--- config.mk ---
export PLATFORM = sky130hd
export DESIGN_NAME = burst_transfer_sender_control
export DESIGN_NICKNAME = d
export VERILOG_FILES = /design/src/sv/bts_pkg.sv /design/src/sv/burst_transfer_sender_control.sv /design/src/sv/bts_muldiv.sv
export SDC_FILE = /design/constraint.sdc
export NUM_CORES = 1
export LEC_CHECK = 0
export BUFFER_PORTS_ARGS = -buffer_cell sky130_fd_sc_hd__buf_2
export CAP_MARGIN = 30
export CORE_UTILIZATION = 50
export CTS_BUF_LIST = sky130_fd_sc_hd__clkbuf_8
export DETAILED_ROUTE_END_ITERATION = 12
export PLACE_DENSITY_LB_ADDON = 0.3
export SETUP_SLACK_MARGIN = 0.05
export SLEW_MARGIN = 20
export SYNTH_ARGS = -nofsm -noshare
export SYNTH_HDL_FRONTEND = slang
export SYNTH_SLANG_ARGS = --single-unit
export TNS_END_PERCENT = 20
--- constraint.sdc ---
create_clock -name clk -period 10.9 [get_ports clk]
set_input_delay 2.725 -clock clk [delete_from_list [all_inputs] [get_ports clk]]
set_output_delay 2.725 -clock clk [all_outputs]
set_load 0.02 [all_outputs]
--- src/sv/bts_pkg.sv ---
// ----------------------------------------------------------------------------
// bts_pkg
// Shared types and codes of the burst transfer sender controller.
// ----------------------------------------------------------------------------
package bts_pkg;

	localparam int SEQ_BITS_DEF = 24;
	localparam int CB_BITS      = 13;
	localparam int SIZE_BITS    = 24;
	localparam int ID_BITS      = 32;
	localparam int DIV_BITS     = SIZE_BITS + 1;

	localparam logic [CB_BITS-1:0]   CHUNK_BYTES_RST = 13'd128;
	localparam logic [CB_BITS-1:0]   CB_MAX          = 13'd4096;
	localparam logic [7:0]           RETRY_RST       = 8'd5;
	localparam logic [7:0]           CNT8_MAX        = 8'hFF;
	localparam logic [SIZE_BITS-1:0] MAX24           = 24'hFFFFFF;

	// input event codes
	localparam logic [3:0] FN_START    = 4'd0;
	localparam logic [3:0] FN_ACCEPT   = 4'd1;
	localparam logic [3:0] FN_MISSING  = 4'd2;
	localparam logic [3:0] FN_DONE     = 4'd3;
	localparam logic [3:0] FN_RCANCEL  = 4'd4;
	localparam logic [3:0] FN_LCANCEL  = 4'd5;
	localparam logic [3:0] FN_OFFER_TO = 4'd6;
	localparam logic [3:0] FN_TICK     = 4'd7;
	localparam logic [3:0] FN_MISS_TO  = 4'd8;

	// result actions
	localparam logic [3:0] ACT_NONE     = 4'd0;
	localparam logic [3:0] ACT_OFFER    = 4'd1;
	localparam logic [3:0] ACT_CHUNK    = 4'd2;
	localparam logic [3:0] ACT_ENDBURST = 4'd3;
	localparam logic [3:0] ACT_CANCEL   = 4'd4;
	localparam logic [3:0] ACT_FAILED   = 4'd5;
	localparam logic [3:0] ACT_COMPLETE = 4'd6;
	localparam logic [3:0] ACT_BSTART   = 4'd7;

	// failure causes
	localparam logic [2:0] CS_NONE     = 3'd0;
	localparam logic [2:0] CS_BUSY     = 3'd1;
	localparam logic [2:0] CS_NOACCEPT = 3'd2;
	localparam logic [2:0] CS_NORESP   = 3'd3;
	localparam logic [2:0] CS_LCANCEL  = 3'd4;
	localparam logic [2:0] CS_RCANCEL  = 3'd5;

	// timer arm requests
	localparam logic [1:0] TM_NONE  = 2'd0;
	localparam logic [1:0] TM_OFFER = 2'd1;
	localparam logic [1:0] TM_GAP   = 2'd2;
	localparam logic [1:0] TM_MISS  = 2'd3;

	// configuration register indexes
	localparam logic [1:0] CFG_CHUNK = 2'd0;
	localparam logic [1:0] CFG_OFFER = 2'd1;
	localparam logic [1:0] CFG_GAP   = 2'd2;

	typedef enum logic [4:0] {
		PH_IDLE  = 5'b00001,
		PH_OFFER = 5'b00010,
		PH_BURST = 5'b00100,
		PH_AWAIT = 5'b01000,
		PH_GAP   = 5'b10000
	} phase_t;

	typedef enum logic [4:0] {
		SQ_IDLE  = 5'b00001,
		SQ_EXEC  = 5'b00010,
		SQ_CALC  = 5'b00100,
		SQ_EMIT1 = 5'b01000,
		SQ_EMIT2 = 5'b10000
	} seq_state_t;

	typedef enum logic {
		OP_MUL = 1'b0,
		OP_DIV = 1'b1
	} md_op_t;

	typedef struct packed {
		logic   start;
		md_op_t op;
	} md_cmd_t;

	typedef struct packed {
		logic busy;
		logic done;
	} md_stat_t;

	typedef struct packed {
		logic [3:0]           action;
		logic [2:0]           cause;
		logic [1:0]           timer;
		logic [SIZE_BITS-1:0] progress;
	} res_t;

endpackage

--- src/sv/burst_transfer_sender_control.sv ---
// ----------------------------------------------------------------------------
// burst_transfer_sender_control
// Sender side of a chunked burst file transfer with selective retransmission.
// ----------------------------------------------------------------------------
// One event is taken at a time. A start event runs the serial divider that
// works out the chunk count one quotient bit a cycle (25 steps). An event that
// sends a chunk frame runs the 13-step shift-add multiply of sequence number
// by chunk size for the byte offset. Both iterations share one adder. in_ready
// is high between events; the last result of an event may still sit in the
// output register while the next event is taken. Up to two results come out
// per event, the final one flagged by last.
module burst_transfer_sender_control #(
	parameter int SEQ_BITS = bts_pkg::SEQ_BITS_DEF
) (
	input  logic        clk,
	input  logic        arst_n,
	input  logic        cfg_valid,
	output logic        cfg_ready,
	input  logic [1:0]  cfg_index,
	input  logic [12:0] cfg_data,
	input  logic        in_valid,
	output logic        in_ready,
	input  logic [3:0]  func,
	input  logic [31:0] file_id,
	input  logic [23:0] file_size,
	input  logic [23:0] missing_seq,
	input  logic        list_last,
	input  logic        list_empty,
	output logic        out_valid,
	input  logic        out_ready,
	output logic [3:0]  action,
	output logic [2:0]  fail_cause,
	output logic [23:0] chunk_seq,
	output logic [23:0] chunk_offset,
	output logic [12:0] chunk_len,
	output logic [23:0] chunk_total,
	output logic [31:0] out_id,
	output logic [23:0] progress,
	output logic [1:0]  timer_arm,
	output logic        last
);

	localparam int PW = SEQ_BITS + bts_pkg::CB_BITS;
	localparam int CW = (PW > bts_pkg::SIZE_BITS) ? PW : bts_pkg::SIZE_BITS;
	localparam int DW = bts_pkg::DIV_BITS;

	// configuration
	logic [12:0] chunk_bytes_q;
	logic [7:0]  max_offer_q, max_gap_q;
	logic [12:0] cb_eff;

	// transfer state
	bts_pkg::phase_t     phase_q;
	logic [31:0]         cur_id_q;
	logic [23:0]         cur_size_q;
	logic [23:0]         total_count_q;
	logic [SEQ_BITS-1:0] burst_seq_q;
	logic [7:0]          offer_tries_q, gap_rounds_q;

	// sequencer and latched item
	bts_pkg::seq_state_t seq_q;
	logic [3:0]          func_q;
	logic [31:0]         id_q;
	logic [23:0]         size_q;
	logic [23:0]         mseq_q;
	logic                lst_q, empty_q;
	bts_pkg::md_op_t     calc_op_q;
	logic [SEQ_BITS-1:0] calc_seq_q;
	bts_pkg::res_t       res1_q, res2_q;
	logic [1:0]          n_q;
	logic [23:0]         chk_off_q;
	logic [12:0]         chk_len_q;

	// output register
	logic        out_valid_q;
	logic [3:0]  action_q;
	logic [2:0]  cause_q;
	logic [23:0] cseq_q, coff_q, ctotal_q, prog_q;
	logic [12:0] clen_q;
	logic [31:0] oid_q;
	logic [1:0]  timer_q;
	logic        last_q;

	// exec decode
	bts_pkg::phase_t     ex_phase;
	bts_pkg::res_t       ex_res1, ex_res2;
	logic [1:0]          ex_n;
	logic                ex_calc, ex_start;
	bts_pkg::md_op_t     ex_op;
	logic [SEQ_BITS-1:0] ex_seq, ex_bseq;
	logic [7:0]          ex_offer, ex_gap, offer_inc, gap_inc;
	logic                match;
	logic [31:0]         mseq_ext, bseq_ext, bseq_inc, cseq_ext;
	logic [SEQ_BITS-1:0] mseq;

	// shared unit
	bts_pkg::md_cmd_t  md_cmd;
	bts_pkg::md_stat_t md_stat;
	logic [PW-1:0]     md_prod;
	logic [23:0]       md_quot;
	logic [DW-1:0]     dividend;

	// chunk finish
	logic [CW-1:0] off_w, size_w, rem_w;
	logic [23:0]   rem24, off_sat;
	logic [12:0]   len_c;

	logic slot_free, load1, load2;
	bts_pkg::res_t ld_res;

	function automatic bts_pkg::res_t mk_res(logic [3:0] a, logic [2:0] c, logic [1:0] t,
	                                         logic [23:0] p);
		bts_pkg::res_t r;
		r.action   = a;
		r.cause    = c;
		r.timer    = t;
		r.progress = p;
		return r;
	endfunction

	assign cfg_ready = 1'b1;
	assign in_ready  = (seq_q == bts_pkg::SQ_IDLE);

	assign cb_eff = (chunk_bytes_q == '0) ? 13'd1 :
	                (chunk_bytes_q > bts_pkg::CB_MAX) ? bts_pkg::CB_MAX : chunk_bytes_q;

	assign match     = (id_q == cur_id_q);
	assign offer_inc = (offer_tries_q != bts_pkg::CNT8_MAX) ? offer_tries_q + 8'd1 : offer_tries_q;
	assign gap_inc   = (gap_rounds_q != bts_pkg::CNT8_MAX) ? gap_rounds_q + 8'd1 : gap_rounds_q;
	assign mseq_ext  = 32'(mseq_q);
	assign mseq      = mseq_ext[SEQ_BITS-1:0];
	assign bseq_ext  = 32'(burst_seq_q);
	assign bseq_inc  = bseq_ext + 32'd1;
	assign cseq_ext  = 32'(calc_seq_q);

	always_comb begin
		ex_phase = phase_q;
		ex_res1  = '0;
		ex_res2  = '0;
		ex_n     = 2'd0;
		ex_calc  = 1'b0;
		ex_start = 1'b0;
		ex_op    = bts_pkg::OP_MUL;
		ex_seq   = burst_seq_q;
		ex_bseq  = burst_seq_q;
		ex_offer = offer_tries_q;
		ex_gap   = gap_rounds_q;
		case (func_q)
			bts_pkg::FN_START: begin
				if (phase_q != bts_pkg::PH_IDLE) begin
					ex_n    = 2'd1;
					ex_res1 = mk_res(bts_pkg::ACT_FAILED, bts_pkg::CS_BUSY, bts_pkg::TM_NONE, '0);
				end else begin
					ex_start = 1'b1;
					ex_phase = bts_pkg::PH_OFFER;
					ex_bseq  = '0;
					ex_offer = '0;
					ex_gap   = '0;
					ex_calc  = 1'b1;
					ex_op    = bts_pkg::OP_DIV;
					ex_n     = 2'd1;
					ex_res1  = mk_res(bts_pkg::ACT_OFFER, bts_pkg::CS_NONE, bts_pkg::TM_OFFER, '0);
				end
			end
			bts_pkg::FN_ACCEPT: begin
				if (match && phase_q == bts_pkg::PH_OFFER) begin
					ex_phase = bts_pkg::PH_BURST;
					ex_n     = 2'd1;
					ex_res1  = mk_res(bts_pkg::ACT_BSTART, bts_pkg::CS_NONE, bts_pkg::TM_GAP, '0);
				end
			end
			bts_pkg::FN_MISSING: begin
				if (match && (phase_q == bts_pkg::PH_AWAIT || phase_q == bts_pkg::PH_GAP)) begin
					if (phase_q == bts_pkg::PH_AWAIT && empty_q) begin
						ex_phase = bts_pkg::PH_IDLE;
						ex_n     = 2'd1;
						ex_res1  = mk_res(bts_pkg::ACT_COMPLETE, bts_pkg::CS_NONE,
						                  bts_pkg::TM_NONE, '0);
					end else begin
						ex_calc = 1'b1;
						ex_seq  = mseq;
						ex_res1 = mk_res(bts_pkg::ACT_CHUNK, bts_pkg::CS_NONE, bts_pkg::TM_GAP, '0);
						if (lst_q) begin
							ex_phase = bts_pkg::PH_AWAIT;
							ex_n     = 2'd2;
							ex_res2  = mk_res(bts_pkg::ACT_ENDBURST, bts_pkg::CS_NONE,
							                  bts_pkg::TM_MISS, '0);
						end else begin
							ex_phase = bts_pkg::PH_GAP;
							ex_n     = 2'd1;
						end
					end
				end
			end
			bts_pkg::FN_DONE: begin
				if (match && phase_q == bts_pkg::PH_AWAIT) begin
					ex_phase = bts_pkg::PH_IDLE;
					ex_n     = 2'd1;
					ex_res1  = mk_res(bts_pkg::ACT_COMPLETE, bts_pkg::CS_NONE, bts_pkg::TM_NONE, '0);
				end
			end
			bts_pkg::FN_RCANCEL: begin
				if (match && phase_q != bts_pkg::PH_IDLE) begin
					ex_phase = bts_pkg::PH_IDLE;
					ex_n     = 2'd1;
					ex_res1  = mk_res(bts_pkg::ACT_FAILED, bts_pkg::CS_RCANCEL, bts_pkg::TM_NONE, '0);
				end
			end
			bts_pkg::FN_LCANCEL: begin
				if (phase_q != bts_pkg::PH_IDLE) begin
					ex_phase = bts_pkg::PH_IDLE;
					ex_n     = 2'd2;
					ex_res1  = mk_res(bts_pkg::ACT_CANCEL, bts_pkg::CS_NONE, bts_pkg::TM_NONE, '0);
					ex_res2  = mk_res(bts_pkg::ACT_FAILED, bts_pkg::CS_LCANCEL, bts_pkg::TM_NONE, '0);
				end
			end
			bts_pkg::FN_OFFER_TO: begin
				if (phase_q == bts_pkg::PH_OFFER) begin
					ex_offer = offer_inc;
					ex_n     = 2'd1;
					if (offer_inc >= max_offer_q) begin
						ex_phase = bts_pkg::PH_IDLE;
						ex_res1  = mk_res(bts_pkg::ACT_FAILED, bts_pkg::CS_NOACCEPT,
						                  bts_pkg::TM_NONE, '0);
					end else begin
						ex_res1 = mk_res(bts_pkg::ACT_OFFER, bts_pkg::CS_NONE, bts_pkg::TM_OFFER, '0);
					end
				end
			end
			bts_pkg::FN_TICK: begin
				if (phase_q == bts_pkg::PH_BURST) begin
					ex_n = 2'd1;
					if (bseq_ext >= 32'(total_count_q)) begin
						ex_phase = bts_pkg::PH_AWAIT;
						ex_res1  = mk_res(bts_pkg::ACT_ENDBURST, bts_pkg::CS_NONE,
						                  bts_pkg::TM_MISS, '0);
					end else begin
						ex_calc = 1'b1;
						ex_seq  = burst_seq_q;
						ex_bseq = burst_seq_q + SEQ_BITS'(1);
						ex_res1 = mk_res(bts_pkg::ACT_CHUNK, bts_pkg::CS_NONE, bts_pkg::TM_GAP,
						                 bseq_inc[23:0]);
					end
				end
			end
			bts_pkg::FN_MISS_TO: begin
				if (phase_q == bts_pkg::PH_AWAIT) begin
					ex_gap = gap_inc;
					ex_n   = 2'd1;
					if (gap_inc >= max_gap_q) begin
						ex_phase = bts_pkg::PH_IDLE;
						ex_res1  = mk_res(bts_pkg::ACT_FAILED, bts_pkg::CS_NORESP, bts_pkg::TM_NONE, '0);
					end else begin
						ex_res1 = mk_res(bts_pkg::ACT_ENDBURST, bts_pkg::CS_NONE, bts_pkg::TM_MISS, '0);
					end
				end
			end
			default: begin
			end
		endcase
	end

	// chunk count needs ceil(size / cb): divide size + cb - 1
	assign dividend = DW'(size_q) + DW'(cb_eff) - DW'(1);

	assign md_cmd.start = (seq_q == bts_pkg::SQ_EXEC) && ex_calc;
	assign md_cmd.op    = ex_op;

	bts_muldiv #(
		.SEQ_BITS (SEQ_BITS)
	) u_muldiv (
		.clk      (clk),
		.arst_n   (arst_n),
		.cmd      (md_cmd),
		.seq      (ex_seq),
		.cb       (cb_eff),
		.dividend (dividend),
		.stat     (md_stat),
		.prod     (md_prod),
		.quot     (md_quot)
	);

	// offset saturation and chunk length clipping
	assign off_w   = CW'(md_prod);
	assign size_w  = CW'(cur_size_q);
	assign rem_w   = size_w - off_w;
	assign rem24   = rem_w[23:0];
	assign off_sat = (off_w > CW'(bts_pkg::MAX24)) ? bts_pkg::MAX24 : off_w[23:0];
	assign len_c   = (off_w >= size_w) ? 13'd0 :
	                 (rem24 > 24'(cb_eff)) ? cb_eff : rem24[12:0];

	assign slot_free = !out_valid_q || out_ready;
	assign load1     = (seq_q == bts_pkg::SQ_EMIT1) && slot_free;
	assign load2     = (seq_q == bts_pkg::SQ_EMIT2) && slot_free;
	assign ld_res    = load2 ? res2_q : res1_q;

	always_ff @(posedge clk or negedge arst_n) begin
		if (!arst_n) begin
			chunk_bytes_q <= bts_pkg::CHUNK_BYTES_RST;
			max_offer_q   <= bts_pkg::RETRY_RST;
			max_gap_q     <= bts_pkg::RETRY_RST;
			phase_q       <= bts_pkg::PH_IDLE;
			cur_id_q      <= '0;
			cur_size_q    <= '0;
			total_count_q <= '0;
			burst_seq_q   <= '0;
			offer_tries_q <= '0;
			gap_rounds_q  <= '0;
			seq_q         <= bts_pkg::SQ_IDLE;
			out_valid_q   <= 1'b0;
		end else begin
			if (cfg_valid) begin
				case (cfg_index)
					bts_pkg::CFG_CHUNK: chunk_bytes_q <= cfg_data;
					bts_pkg::CFG_OFFER: max_offer_q   <= cfg_data[7:0];
					bts_pkg::CFG_GAP:   max_gap_q     <= cfg_data[7:0];
					default: begin
					end
				endcase
			end

			if (load1 || load2) begin
				out_valid_q <= 1'b1;
			end else if (out_ready) begin
				out_valid_q <= 1'b0;
			end

			case (seq_q)
				bts_pkg::SQ_IDLE: begin
					if (in_valid) begin
						seq_q <= bts_pkg::SQ_EXEC;
					end
				end
				bts_pkg::SQ_EXEC: begin
					phase_q       <= ex_phase;
					burst_seq_q   <= ex_bseq;
					offer_tries_q <= ex_offer;
					gap_rounds_q  <= ex_gap;
					if (ex_start) begin
						cur_id_q   <= id_q;
						cur_size_q <= size_q;
					end
					if (ex_calc) begin
						seq_q <= bts_pkg::SQ_CALC;
					end else if (ex_n != 2'd0) begin
						seq_q <= bts_pkg::SQ_EMIT1;
					end else begin
						seq_q <= bts_pkg::SQ_IDLE;
					end
				end
				bts_pkg::SQ_CALC: begin
					if (md_stat.done) begin
						if (calc_op_q == bts_pkg::OP_DIV) begin
							total_count_q <= (md_quot == '0) ? 24'd1 : md_quot;
						end
						seq_q <= bts_pkg::SQ_EMIT1;
					end
				end
				bts_pkg::SQ_EMIT1: begin
					if (slot_free) begin
						seq_q <= (n_q == 2'd2) ? bts_pkg::SQ_EMIT2 : bts_pkg::SQ_IDLE;
					end
				end
				bts_pkg::SQ_EMIT2: begin
					if (slot_free) begin
						seq_q <= bts_pkg::SQ_IDLE;
					end
				end
				default: begin
					seq_q <= bts_pkg::SQ_IDLE;
				end
			endcase
		end
	end

	always_ff @(posedge clk) begin
		if (in_valid && in_ready) begin
			func_q  <= func;
			id_q    <= file_id;
			size_q  <= file_size;
			mseq_q  <= missing_seq;
			lst_q   <= list_last;
			empty_q <= list_empty;
		end
		if (seq_q == bts_pkg::SQ_EXEC) begin
			res1_q     <= ex_res1;
			res2_q     <= ex_res2;
			n_q        <= ex_n;
			calc_op_q  <= ex_op;
			calc_seq_q <= ex_seq;
		end
		if (seq_q == bts_pkg::SQ_CALC && md_stat.done && calc_op_q == bts_pkg::OP_MUL) begin
			chk_off_q <= off_sat;
			chk_len_q <= len_c;
		end
		if (load1 || load2) begin
			action_q <= ld_res.action;
			cause_q  <= ld_res.cause;
			timer_q  <= ld_res.timer;
			prog_q   <= ld_res.progress;
			ctotal_q <= total_count_q;
			oid_q    <= cur_id_q;
			last_q   <= load2 || (n_q == 2'd1);
			if (ld_res.action == bts_pkg::ACT_CHUNK) begin
				cseq_q <= cseq_ext[23:0];
				coff_q <= chk_off_q;
				clen_q <= chk_len_q;
			end else begin
				cseq_q <= '0;
				coff_q <= '0;
				clen_q <= '0;
			end
		end
	end

	assign out_valid    = out_valid_q;
	assign action       = action_q;
	assign fail_cause   = cause_q;
	assign chunk_seq    = cseq_q;
	assign chunk_offset = coff_q;
	assign chunk_len    = clen_q;
	assign chunk_total  = ctotal_q;
	assign out_id       = oid_q;
	assign progress     = prog_q;
	assign timer_arm    = timer_q;
	assign last         = last_q;

	// the shared unit only runs while an event is in flight
	a_unit_idle: assert property (@(posedge clk) disable iff (!arst_n)
		seq_q == bts_pkg::SQ_IDLE |-> !md_stat.busy)
		else $error("shared unit busy while taking events");

	// a finished calculation hands over to the result stage
	a_calc_emit: assert property (@(posedge clk) disable iff (!arst_n)
		(seq_q == bts_pkg::SQ_CALC && md_stat.done) |=> seq_q == bts_pkg::SQ_EMIT1)
		else $error("calculation result not emitted");

	// chunk frames always arm the burst gap timer
	a_chunk_timer: assert property (@(posedge clk) disable iff (!arst_n)
		(out_valid && action == bts_pkg::ACT_CHUNK) |-> timer_arm == bts_pkg::TM_GAP)
		else $error("chunk item without gap timer request");

	// outside the chunk count calculation, a running transfer never has a zero chunk count
	a_total_nz: assert property (@(posedge clk) disable iff (!arst_n)
		(phase_q != bts_pkg::PH_IDLE && seq_q != bts_pkg::SQ_CALC) |-> total_count_q != '0)
		else $error("zero chunk count during transfer");

endmodule

--- src/sv/bts_muldiv.sv ---
// ----------------------------------------------------------------------------
// bts_muldiv
// Shared shift-add multiplier and restoring divider around one adder.
// ----------------------------------------------------------------------------
module bts_muldiv #(
	parameter int SEQ_BITS = bts_pkg::SEQ_BITS_DEF
) (
	input  logic                                  clk,
	input  logic                                  arst_n,
	input  bts_pkg::md_cmd_t                      cmd,
	input  logic [SEQ_BITS-1:0]                   seq,
	input  logic [bts_pkg::CB_BITS-1:0]           cb,
	input  logic [bts_pkg::DIV_BITS-1:0]          dividend,
	output bts_pkg::md_stat_t                     stat,
	output logic [SEQ_BITS+bts_pkg::CB_BITS-1:0]  prod,
	output logic [bts_pkg::SIZE_BITS-1:0]         quot
);

	localparam int PW = SEQ_BITS + bts_pkg::CB_BITS;
	localparam int SW = PW + 1;
	localparam int DW = bts_pkg::DIV_BITS;
	localparam int CNT_W = $clog2(DW);

	logic [PW-1:0]    acc_q, mcand_q;
	logic [DW-1:0]    shr_q;
	logic [CNT_W-1:0] cnt_q;
	bts_pkg::md_op_t  op_q;
	logic             busy_q, done_q;

	logic [PW-1:0] r_sh, add_a, add_b;
	logic          add_sub;
	logic [SW-1:0] add_sum;

	// remainder shifted up with the next dividend bit
	assign r_sh    = {acc_q[PW-2:0], shr_q[DW-1]};
	assign add_sub = (op_q == bts_pkg::OP_DIV);
	assign add_a   = add_sub ? r_sh : acc_q;
	assign add_b   = add_sub ? PW'(cb) : mcand_q;
	assign add_sum = {1'b0, add_a} + {1'b0, add_sub ? ~add_b : add_b} + SW'(add_sub);

	always_ff @(posedge clk or negedge arst_n) begin
		if (!arst_n) begin
			busy_q <= 1'b0;
			done_q <= 1'b0;
			cnt_q  <= '0;
			op_q   <= bts_pkg::OP_MUL;
		end else begin
			done_q <= 1'b0;
			if (cmd.start) begin
				busy_q <= 1'b1;
				op_q   <= cmd.op;
				cnt_q  <= (cmd.op == bts_pkg::OP_DIV) ? CNT_W'(DW - 1)
				                                      : CNT_W'(bts_pkg::CB_BITS - 1);
			end else if (busy_q) begin
				if (cnt_q == '0) begin
					busy_q <= 1'b0;
					done_q <= 1'b1;
				end else begin
					cnt_q <= cnt_q - CNT_W'(1);
				end
			end
		end
	end

	always_ff @(posedge clk) begin
		if (cmd.start) begin
			acc_q   <= '0;
			mcand_q <= PW'(seq);
			shr_q   <= (cmd.op == bts_pkg::OP_DIV) ? dividend : DW'(cb);
		end else if (busy_q) begin
			if (add_sub) begin
				acc_q <= add_sum[PW] ? add_sum[PW-1:0] : r_sh;
				shr_q <= {shr_q[DW-2:0], add_sum[PW]};
			end else begin
				if (shr_q[0]) begin
					acc_q <= add_sum[PW-1:0];
				end
				mcand_q <= {mcand_q[PW-2:0], 1'b0};
				shr_q   <= {1'b0, shr_q[DW-1:1]};
			end
		end
	end

	assign stat.busy = busy_q;
	assign stat.done = done_q;
	assign prod      = acc_q;
	assign quot      = shr_q[bts_pkg::SIZE_BITS-1:0];

endmodule

==> qor.yml, run 1 <==
critPathKind: "reg2reg"
dpl_cell_area_um2: 33500
yosysSeqAreaShare: 0.534
power_density_nw_per_um2: 177
ant_nets: 0
final_core_util: 0.577
track_usage: 0.269
cts_buffers: 101
cts_hold_buf: 0
drc_errors: 0
peakVddDrop_mv: 0.125
grt_overflow_total: 0
slew_headroom: 0.308
grt_max_degree: 151
finalHoldViolations: 0
holdWs_ns: 0.459
drt_iter0_drc: 2094
critical_path_arrival_ns: 6.16
start_kind: "register"
synth_top_area_share: 0.368
dp_hpwl_um: 61800
synth_area_leaders: "edfxtp_1 (37%), dfrtp_1 (13%), ha_1 (7.1%), nand2_1 (4.3%), mux2_2 (3.6%)"
status: "complete, no violations"
core-area_um2: 61800
vias: 23541
antenna_found_initial: 5
ys_seq_elements: 602
cp-end-kind: "register"
tritoncts: "yes"
nets: 3498
die-area_um2: 63700
cts_setup_buffers: 0
avgSynthCellArea_um2: 10.7
finalInstanceArea_um2: 35700
synthCells: 2940
io_pins: 260
skew_ns: 0.0216
power_frac_seq: 0.442
finalSetupViolations: 0
yosysMostFrequentCell: "edfxtp_1"
cts_htree_levels: 3
worst_slew_pin_slew_ns: 1.03
row_count: 91
crit_path_max_fanout: 7
yosys-top-cells-count: "edfxtp_1 (384), nand2_1 (363), nor2_1 (190)"
synth_area_um2: 31300
globalplace.congestion: 0.945
drt_wl_total_um: 85600
p_switching_w: 0.00204
drv_slew: 0
required_ns: 11.46
pwr-share-clk: 0.319
power_w: 0.00632
grt_pass1_vias: 22807
max_freq_mhz: 179
fin_crit_ns: 5.60
initial_core_util: 0.507
cts-resized-gates: 0
ff_latch_area_um2: 16700
setup_tns_ns: 0
intPower_w: 0.00429
io_buffers: 257
vias_per_cell: 5.69
wl_per_cell_um: 20.7
synth_cell_types: 81
power.share.switching: 0.322
drv_cap: 0
synth_warnings: 0
rsz0062_at_grt: "false"
clkLatencyLatePin_ns: 0.71
dr.pass1.iters: 5
syn_to_final_growth_pct: 13.9
synth_top_cell_by_area: "edfxtp_1"
chipHeight_um: 252
multiInputGateArea_um2: 13500
grt_pass1_wl_um: 131000
dieWidth_um: 252
syn_nets: 3226
hp-class: "reg2reg"
root_buffer: "clkbuf_8"
synthFlopType: "edfxtp_1"
cts_sinks: 602
p_leak_nw: 15.1
clk_pin_slew_worst_paths_ns: 0.06
cts_buffer_depth: 3
nFillCells: 5267
async_reset_ff_frac: 0.279
synth_edf_count: 384
comb_power_share: 0.239
drive_gt1_frac: 0.182
timing.final.crit_share: 0.514
==> final timing paths <==
| check | from | slack (ns) | endpoint | depth (start not counted) |
|---|---|---|---|---|
| setup reg to reg | u_muldiv.prod[0] | 5.30 | chk_len_q[0] | 21 |
| max in group asynchronous | arst_n | 7.66 | burst_seq_q[7] | 4 |
| hold reg to reg | u_muldiv.mcand_q[28] | 0.46 | u_muldiv.mcand_q[29] | 2 |
| min in group asynchronous | arst_n | 1.87 | cur_id_q[24] | 1 |
| hold / removal | u_muldiv.mcand_q[28] | 0.46 | u_muldiv.mcand_q[29] | 2 |
| setup / recovery | u_muldiv.prod[0] | 5.30 | chk_len_q[0] | 21 |
==> final cells by class <==
cell class / instances / area share
diodes: 2 / 0.000140
clock buffers: 119 / 0.0459
clock inverters: 71 / 0.0116
inverters: 185 / 0.0195
multi-input cells: 2032 / 0.379
flip-flops and latches: 602 / 0.470
well taps: 837 / 0.0294
repair buffers: 290 / 0.0454
==> per-layer routing <==
layer	GRT usage	part of all wire	vias up
met1	0.375	0.44	11301
met4	0.113	0.038	4
met2	0.407	0.44	1002
met5	0	0.00022	-
met3	0.0562	0.078	182
li1	-	-	11052
==> flip-flops by register name, indices dropped and copies added (netlist names), 13 cells and up <==
signal	count
u_muldiv.mcand_q	37
u_muldiv.prod	37
cur_id_q	32
id_q	32
out_id	32
res1_q	32
u_muldiv.shr_q	25
burst_seq_q	24
calc_seq_q	24
chk_off_q	24
chunk_offset	24
chunk_seq	24
chunk_total	24
cur_size_q	24
mseq	24
progress	24
size_q	24
total_count_q	24
chk_len_q	13
chunk_bytes_q	13
chunk_len	13
==> placed cells by master, fill, tap and decap left out, types with 18 or more instances in the layout <==
master / Yosys / layout
a211oi_1: 24 / 23
nor3_1: 40 / 39
mux2_2: 101 / 101
and2_1: 103 / 102
a31oi_1: 28 / 27
ha_1: 177 / 177
o21bai_1: 19 / 19
nand4_1: 26 / 26
nor4_1: 18 / 18
clkbuf_8: 0 / 119
buf_2: 1 / 256
xor2_1: 46 / 46
dfrtp_1: 161 / 160
nor2b_1: 24 / 24
o21ai_0: 167 / 166
nor2_1: 190 / 187
nand3_1: 59 / 58
mux2i_1: 41 / 41
a21o_1: 56 / 56
edfxtp_1: 384 / 384
dfxtp_1: 50 / 50
xnor2_1: 81 / 81
or2_2: 33 / 33
inv_1: 185 / 225
a21oi_1: 179 / 179
nand2_1: 363 / 362
nand2b_1: 30 / 30
buf_4: 6 / 23
and3_1: 26 / 26
o22ai_1: 24 / 24
==> metrics by stage <==
step	setup slack (ns)	instances
floorplan	1.25	2940
global placement	5.38	3937
detailed placement	5.32	3941
CTS	5.30	4131
global route	4.91	4138
finish	5.30	4138
==> worst max-delay path, stage by stage (launching register included) <==
cell and delay [ns]:
dfxtp_1 0.47, ha_1 0.23, inv_1 0.05, fa_1 0.40
a21o_1 0.20, a221oi_1 0.45, a221oi_1 0.19, o21a_1 0.20
nor2_1 0.11, xnor2_1 0.16, ha_1 0.28, nand4_1 0.10
or2_2 0.12, a21oi_1 0.04, a2111oi_0 0.30, a221oi_1 0.19
nor4_1 0.36, o2111ai_1 0.24, nor4_4 0.65, buf_6 0.24
mux2_2 0.35, nor2_1 0.09
==> logic make-up after synthesis <==
kind of cell               synth area share
AOI/OAI and AO/OA                     0.124
xor gates and xnor gates             0.0355
adders and majority gates            0.0726
buffers and inverters                0.0379
DFF                                   0.534
muxes                                0.0494
other                              0.000240
and+or+nand+nor                       0.146
==> power groups by stage <==
stage / combinational, W / sequential (W) / clock [W]
2_1_floorplan: 0.00105 / 0.00278 / 0
3_3_place_gp: 0.00145 / 0.00283 / 0
3_5_place_dp: 0.00147 / 0.00283 / 0
4_1_cts: 0.00148 / 0.00279 / 0.00206
5_1_grt: 0.00166 / 0.00281 / 0.00216
6_report: 0.00151 / 0.00279 / 0.00202
Power figures use the tool's default switching activity.
==> inputs of run 2 (changes only) <==
==> constraint.sdc (replaced) <==
create_clock -name clk -period 4.5 [get_ports clk]
set_input_delay 1.125 -clock clk [delete_from_list [all_inputs] [get_ports clk]]
set_output_delay 1.125 -clock clk [all_outputs]
set_load 0.02 [all_outputs]
==> run 2 against run 1 <==
The flow now finishes with violations (negative setup slack). Critical path type unchanged. Total power grew to 2.5 times the previous value. Largest cell class unchanged. Critical endpoint is now chk_len_q[8]. Combinational power grew to 2.7 times the previous value. Non-clock buffer count grew 109.
==> qor.yml, run 2 (synthesized netlist as in run 1, its figures left out) <==
status: "finished, violations left"
violations: "negative setup slack"
globalplace.congestion: 0.947
ant_nets: 0
critPathSlowestCell: "dfrtp_1"
fin_crit_ns: 4.60
final_cells: 4250
skew_ns: 0.0365
cts_buffers: 102
dieWidth_um: 252
r2r_cells: 22
cts_buffer_depth: 3
max_stage_delay_ns: 0.39
startpoint: "cur_size_q[0]"
drt_iter0_drc: 2225
chipHeight_um: 252
row_count: 91
power_density_nw_per_um2: 431
r2r_end: "chk_len_q[8]"
io_pins: 260
grt_pass1_vias: 23360
p_leak_nw: 15.7
vias_per_cell: 5.70
die-area_um2: 63700
dp_hpwl_um: 64700
crit_path_max_fanout: 7
cp_cell_sequence: "inv_2, ha_4, inv_2, fa_2, a21o_1, a221oi_2, buf_4, a221oi_2, o21a_1, nor2_2, xnor2_2, ha_1, a21o_1, a2111oi_4, a221oi_2, nor4_1, o2111ai_1, nor4_4, buf_4, buf_12, mux2i_1, nor2_1"
track_usage: 0.275
drv_slew: 0
layout_setup_ws_ns: -0.102
drv_cap: 0
cp-end-kind: "register"
final_core_util: 0.594
grt_max_degree: 84
nFillCells: 5127
root_buffer: "clkbuf_8"
tritoncts: "yes"
critical_path_arrival_ns: 5.06
cts_sinks: 602
core-area_um2: 61800
clkLatencyLatePin_ns: 0.74
final_cell_mix: "edfxtp_1 (384), nand2_1 (362), buf_2 (256)"
drc_errors: 0
worst_slew_pin_slew_ns: 0.970
reg2reg_from: "cur_size_q[0]"
initial_core_util: 0.507
slew_headroom: 0.352
finalSetupViolations: 13
rsz0062_at_grt: "true"
mostFrequentLayoutCell: "edfxtp_1"
placed_cells: 4045
syn_to_final_growth_pct: 17.2
drt_wl_total_um: 88200
endpoint: "chk_len_q[8]"
drive_gt1_frac: 0.217
grt_overflow_total: 0
cts_htree_levels: 3
nets: 3608
r2r_slack_ns: -0.10
antenna_found_initial: 2
dr.pass1.iters: 7
clk_pin_slew_worst_paths_ns: 0.06
io_buffers: 257
wl_per_cell_um: 20.8
vias: 24232
grt_pass1_wl_um: 135000
hp-class: "in2async"
finalHoldViolations: 0
start_kind: "register"
critPathKind: "reg2reg"
cpMostUsedCell: "a221oi_2"
cts_hold_buf: 0
timing.final.crit_share: 1.02
required_ns: 4.96
max_freq_mhz: 217
peakVddDrop_mv: 0.296
run 2: cell types whose count changed in the layout (fill, tap and decap cells not counted), moves of 5 or more:
cell and delta:
a221oi_1 -5, a221oi_2 +5, buf_12 +9, buf_4 +105, clkbuf_8 -8, clkinv_1 +13, clkinv_2 +13, clkinvlp_4 -5
inv_1 -20
run 2: final cells by class:
| cell class | count | area (um2) | share of cell area |
|---|---|---|---|
| flip-flops and latches | 602 | 16700 | 0.456 |
| multi-input cells | 2032 | 13600 | 0.371 |
| repair buffers | 399 | 2520 | 0.0685 |
| clock buffers | 111 | 1530 | 0.0416 |
| well taps | 837 | 1050 | 0.0285 |
| inverters | 185 | 694 | 0.0189 |
| clock inverters | 82 | 564 | 0.0154 |
| diodes | 2 | 5.00 | 0.000136 |
run 2: critical path: cells and delay by family (launching register included):
kind | cells | cell delay [ns]
xor gates and xnor gates | 1 | 0.14
adders and majority gates | 3 | 0.76
muxes | 1 | 0.20
buffers and inverters | 5 | 0.56
DFF | 1 | 0.39
and+or+nand+nor | 4 | 0.73
AOI/OAI and AO/OA | 8 | 1.54
run 2: power by group:
group	leakage [nW]	internal, W	switching [W]
clock network	1.16	0.00266	0.00238
registers	6.16	0.00641	0.000291
logic	8.34	0.00162	0.00248
run 2: worst min path at each step:
stage,startpoint,slack [ns],depth (start not counted),endpoint
floorplan,u_muldiv.mcand_q[36],0.43,2,u_muldiv.mcand_q[36]
global placement,u_muldiv.mcand_q[36],0.44,2,u_muldiv.mcand_q[36]
detailed placement,u_muldiv.mcand_q[36],0.46,2,u_muldiv.mcand_q[36]
CTS,arst_n,0.38,1,cur_id_q[18]
global route,arst_n,0.41,1,cur_id_q[18]
finish,arst_n,0.38,1,cur_id_q[18]
run 2: layer usage:
| layer | vias to the layer above | part of all wire | wire (um) | track usage |
|---|---|---|---|---|
| li1 | 11295 | - | - | - |
| met1 | 11734 | 0.45 | 39500 | 0.392 |
| met2 | 1038 | 0.45 | 39400 | 0.426 |
| met3 | 165 | 0.076 | 6690 | 0.0447 |
| met4 | 0 | 0.031 | 2700 | 0.0970 |
| met5 | - | 0 | 0 | 0 |
run 2: through the flow:
step           hold slack (ns)  power, W  worst slack [ns]  instance area [um2]  setup TNS (ns)
6_report                 0.385    0.0158            -0.102                36700           -1.13
2_1_floorplan            0.432   0.00927            -0.115                31300           -1.15
4_1_cts                  0.385    0.0158            -0.254                36600           -2.92
5_1_grt                  0.412    0.0165            -0.375                36700           -4.58
3_5_place_dp             0.461    0.0107            -0.360                34400           -3.81
3_3_place_gp             0.443    0.0106            -0.237                34400           -2.40
run 2: what timing repair did:
action                                  4_1_cts  5_1_grt
gates cloned                                  1        0
setup buffers                                 3        6
endpoints found under the hold margin         0        0
gates resized for setup                      13       22
endpoints found under the setup margin       14       29
pin swaps                                    17       19
==> inputs of run 3 (changes only) <==
--- a/config.mk
+++ b/config.mk
@@ -11,6 +11,7 @@
 export CTS_BUF_LIST = sky130_fd_sc_hd__clkbuf_8
 export DETAILED_ROUTE_END_ITERATION = 12
 export PLACE_DENSITY_LB_ADDON = 0.3
+export RECOVER_POWER = 100
 export SETUP_SLACK_MARGIN = 0.05
 export SLEW_MARGIN = 20
 export SYNTH_ARGS = -nofsm -noshare
==> run 3 against run 2 <==
The run ends with max-capacitance violations, max-slew violations, negative setup slack left. Via count up 0.34%. Sequential share of layout area up 0.55 points. Die area unchanged.
==> qor.yml, run 3 (synthesized netlist as in run 1, its figures left out) <==
vias: 24314
grt_overflow_total: 0
grt_pass1_wl_um: 135000
holdWs_ns: 0.460
r2r_end: "chk_len_q[7]"
drv_slew: 386
hold-path-endpoint: "u_muldiv.mcand_q[25]"
cts_buffer_depth: 3
violations: "max-capacitance violations, max-slew violations, negative setup slack"
r2r_cells: 22
clk_pin_slew_worst_paths_ns: 0.07
io_pins: 260
cpMostUsedCell: "a221oi_2"
nets: 3608
status: "finished, violations left"
crit_path_max_fanout: 7
initial_core_util: 0.507
nFillCells: 5254
dp_hpwl_um: 64700
power_density_nw_per_um2: 435
final_core_util: 0.587
crit_family: "compound AO/OA/AOI/OAI gates"
io_buffers: 257
hold_depth: 2
hp-class: "reg2reg"
cts_htree_levels: 3
die-area_um2: 63700
grt_pass1_vias: 23360
setup_tns_ns: -1.02
wl_per_cell_um: 20.8
drv_cap: 7
chipHeight_um: 252
cts_sinks: 602
cp_cell_sequence: "inv_2, ha_4, inv_2, fa_2, a21o_1, a221oi_2, buf_4, a221oi_2, o21a_1, nor2_2, xnor2_2, ha_1, a21o_1, a2111oi_4, a221oi_2, nor4_1, o2111ai_1, nor4_4, buf_4, buf_12, mux2i_1, nor2_1"
drt_iter0_drc: 2108
cp-end-kind: "register"
cts_buffers: 102
final_cell_mix: "edfxtp_1 (384), nand2_1 (362), inv_1 (206)"
core-area_um2: 61800
dieWidth_um: 252
startpoint: "cur_size_q[0]"
worst_slew_pin_slew_ns: 3.64
finalSetupViolations: 13
syn_to_final_growth_pct: 15.8
grt_max_degree: 84
start_kind: "register"
vias_per_cell: 5.72
crit_buf_inv: 5
critPathSlowestCell: "dfrtp_1"
skew_ns: 0.0375
drt_wl_total_um: 88500
ant_nets: 0
peakVddDrop_mv: 0.296
cts_hold_buf: 0
critPathKind: "reg2reg"
row_count: 91
reg2reg_from: "cur_size_q[0]"
path_depth: 22
slew_headroom: -1.43
globalplace.congestion: 0.947
mostFrequentLayoutCell: "edfxtp_1"
finalHoldViolations: 0
timing.final.crit_share: 1.02
rsz0062_at_grt: "true"
root_buffer: "clkbuf_8"
required_ns: 4.96
track_usage: 0.275
layout_setup_ws_ns: -0.0939
fin_crit_ns: 4.59
antenna_found_initial: 2
drive_gt1_frac: 0.155
max_freq_mhz: 218
r2r_slack_ns: -0.09
tritoncts: "yes"
max_stage_delay_ns: 0.39
dr.pass1.iters: 5
drc_errors: 0
critical_path_arrival_ns: 5.05
min_from: "u_muldiv.mcand_q[24]"
p_leak_nw: 15.2
clkLatencyLatePin_ns: 0.73
## run 3: how the worst max path moves through the flow
stage | endpoint
after floorplan | chk_len_q[3]
after global routing | chk_len_q[8]
after global placement | chk_len_q[0]
after CTS | chk_len_q[0]
final | chk_len_q[7]
after detailed placement | chk_len_q[0]
## run 3: routing by layer
layer	track usage	share of wire	vias to the layer above
met3	0.0447	0.080	175
met1	0.392	0.44	11762
li1	-	-	11300
met4	0.0970	0.033	0
met2	0.426	0.44	1077
met5	0	0	-
## run 3: area by class of cell
type	instances	area, um2	share of cell area
tap	837	1050	0.0289
timing repair buffer	399	2150	0.0591
antenna	2	5.00	0.000138
clock inverter	82	564	0.0155
sequential	602	16700	0.461
multi-input combinational	2032	13600	0.374
clock buffer	111	1530	0.0421
inverter	185	694	0.0191
## run 3: report_power, final
part           internal (W)  switching [W]  total (W)
sequential          0.00642       0.000291    0.00671
combinational       0.00157        0.00247    0.00404
clock               0.00266        0.00238    0.00504
total                0.0106        0.00514     0.0158
## run 3: timing repair
item                       in CTS  in global routing
setup endpoints to repair      14                 29
gates resized for setup        13                 22
buffers inserted                3                  6
pin swaps                      17                 19
cloned                          1                  0
## run 3: worst reg2reg max path, stage by stage, from the launching register on
cell       delay [ns]
dfrtp_1          0.39
inv_2            0.08
ha_4             0.13
inv_2            0.03
fa_2             0.35
a21o_1           0.20
a221oi_2         0.24
buf_4            0.16
a221oi_2         0.06
o21a_1           0.20
nor2_2           0.12
xnor2_2          0.14
ha_1             0.28
a21o_1           0.19
a2111oi_4        0.35
a221oi_2         0.11
nor4_1           0.27
o2111ai_1        0.19
nor4_4           0.27
buf_4            0.17
buf_12           0.12
mux2i_1          0.22
nor2_1           0.06
## run 3: stage by stage
step / power (W) / cells / area, um2 / setup slack, ns
after floorplan: 0.00927 / 2940 / 31300 / -0.115
after detailed placement: 0.0107 / 4045 / 34400 / -0.360
after global routing: 0.0165 / 4250 / 36300 / -0.375
after global placement: 0.0106 / 4041 / 34400 / -0.237
final: 0.0158 / 4250 / 36300 / -0.0939
after CTS: 0.0158 / 4242 / 36600 / -0.254
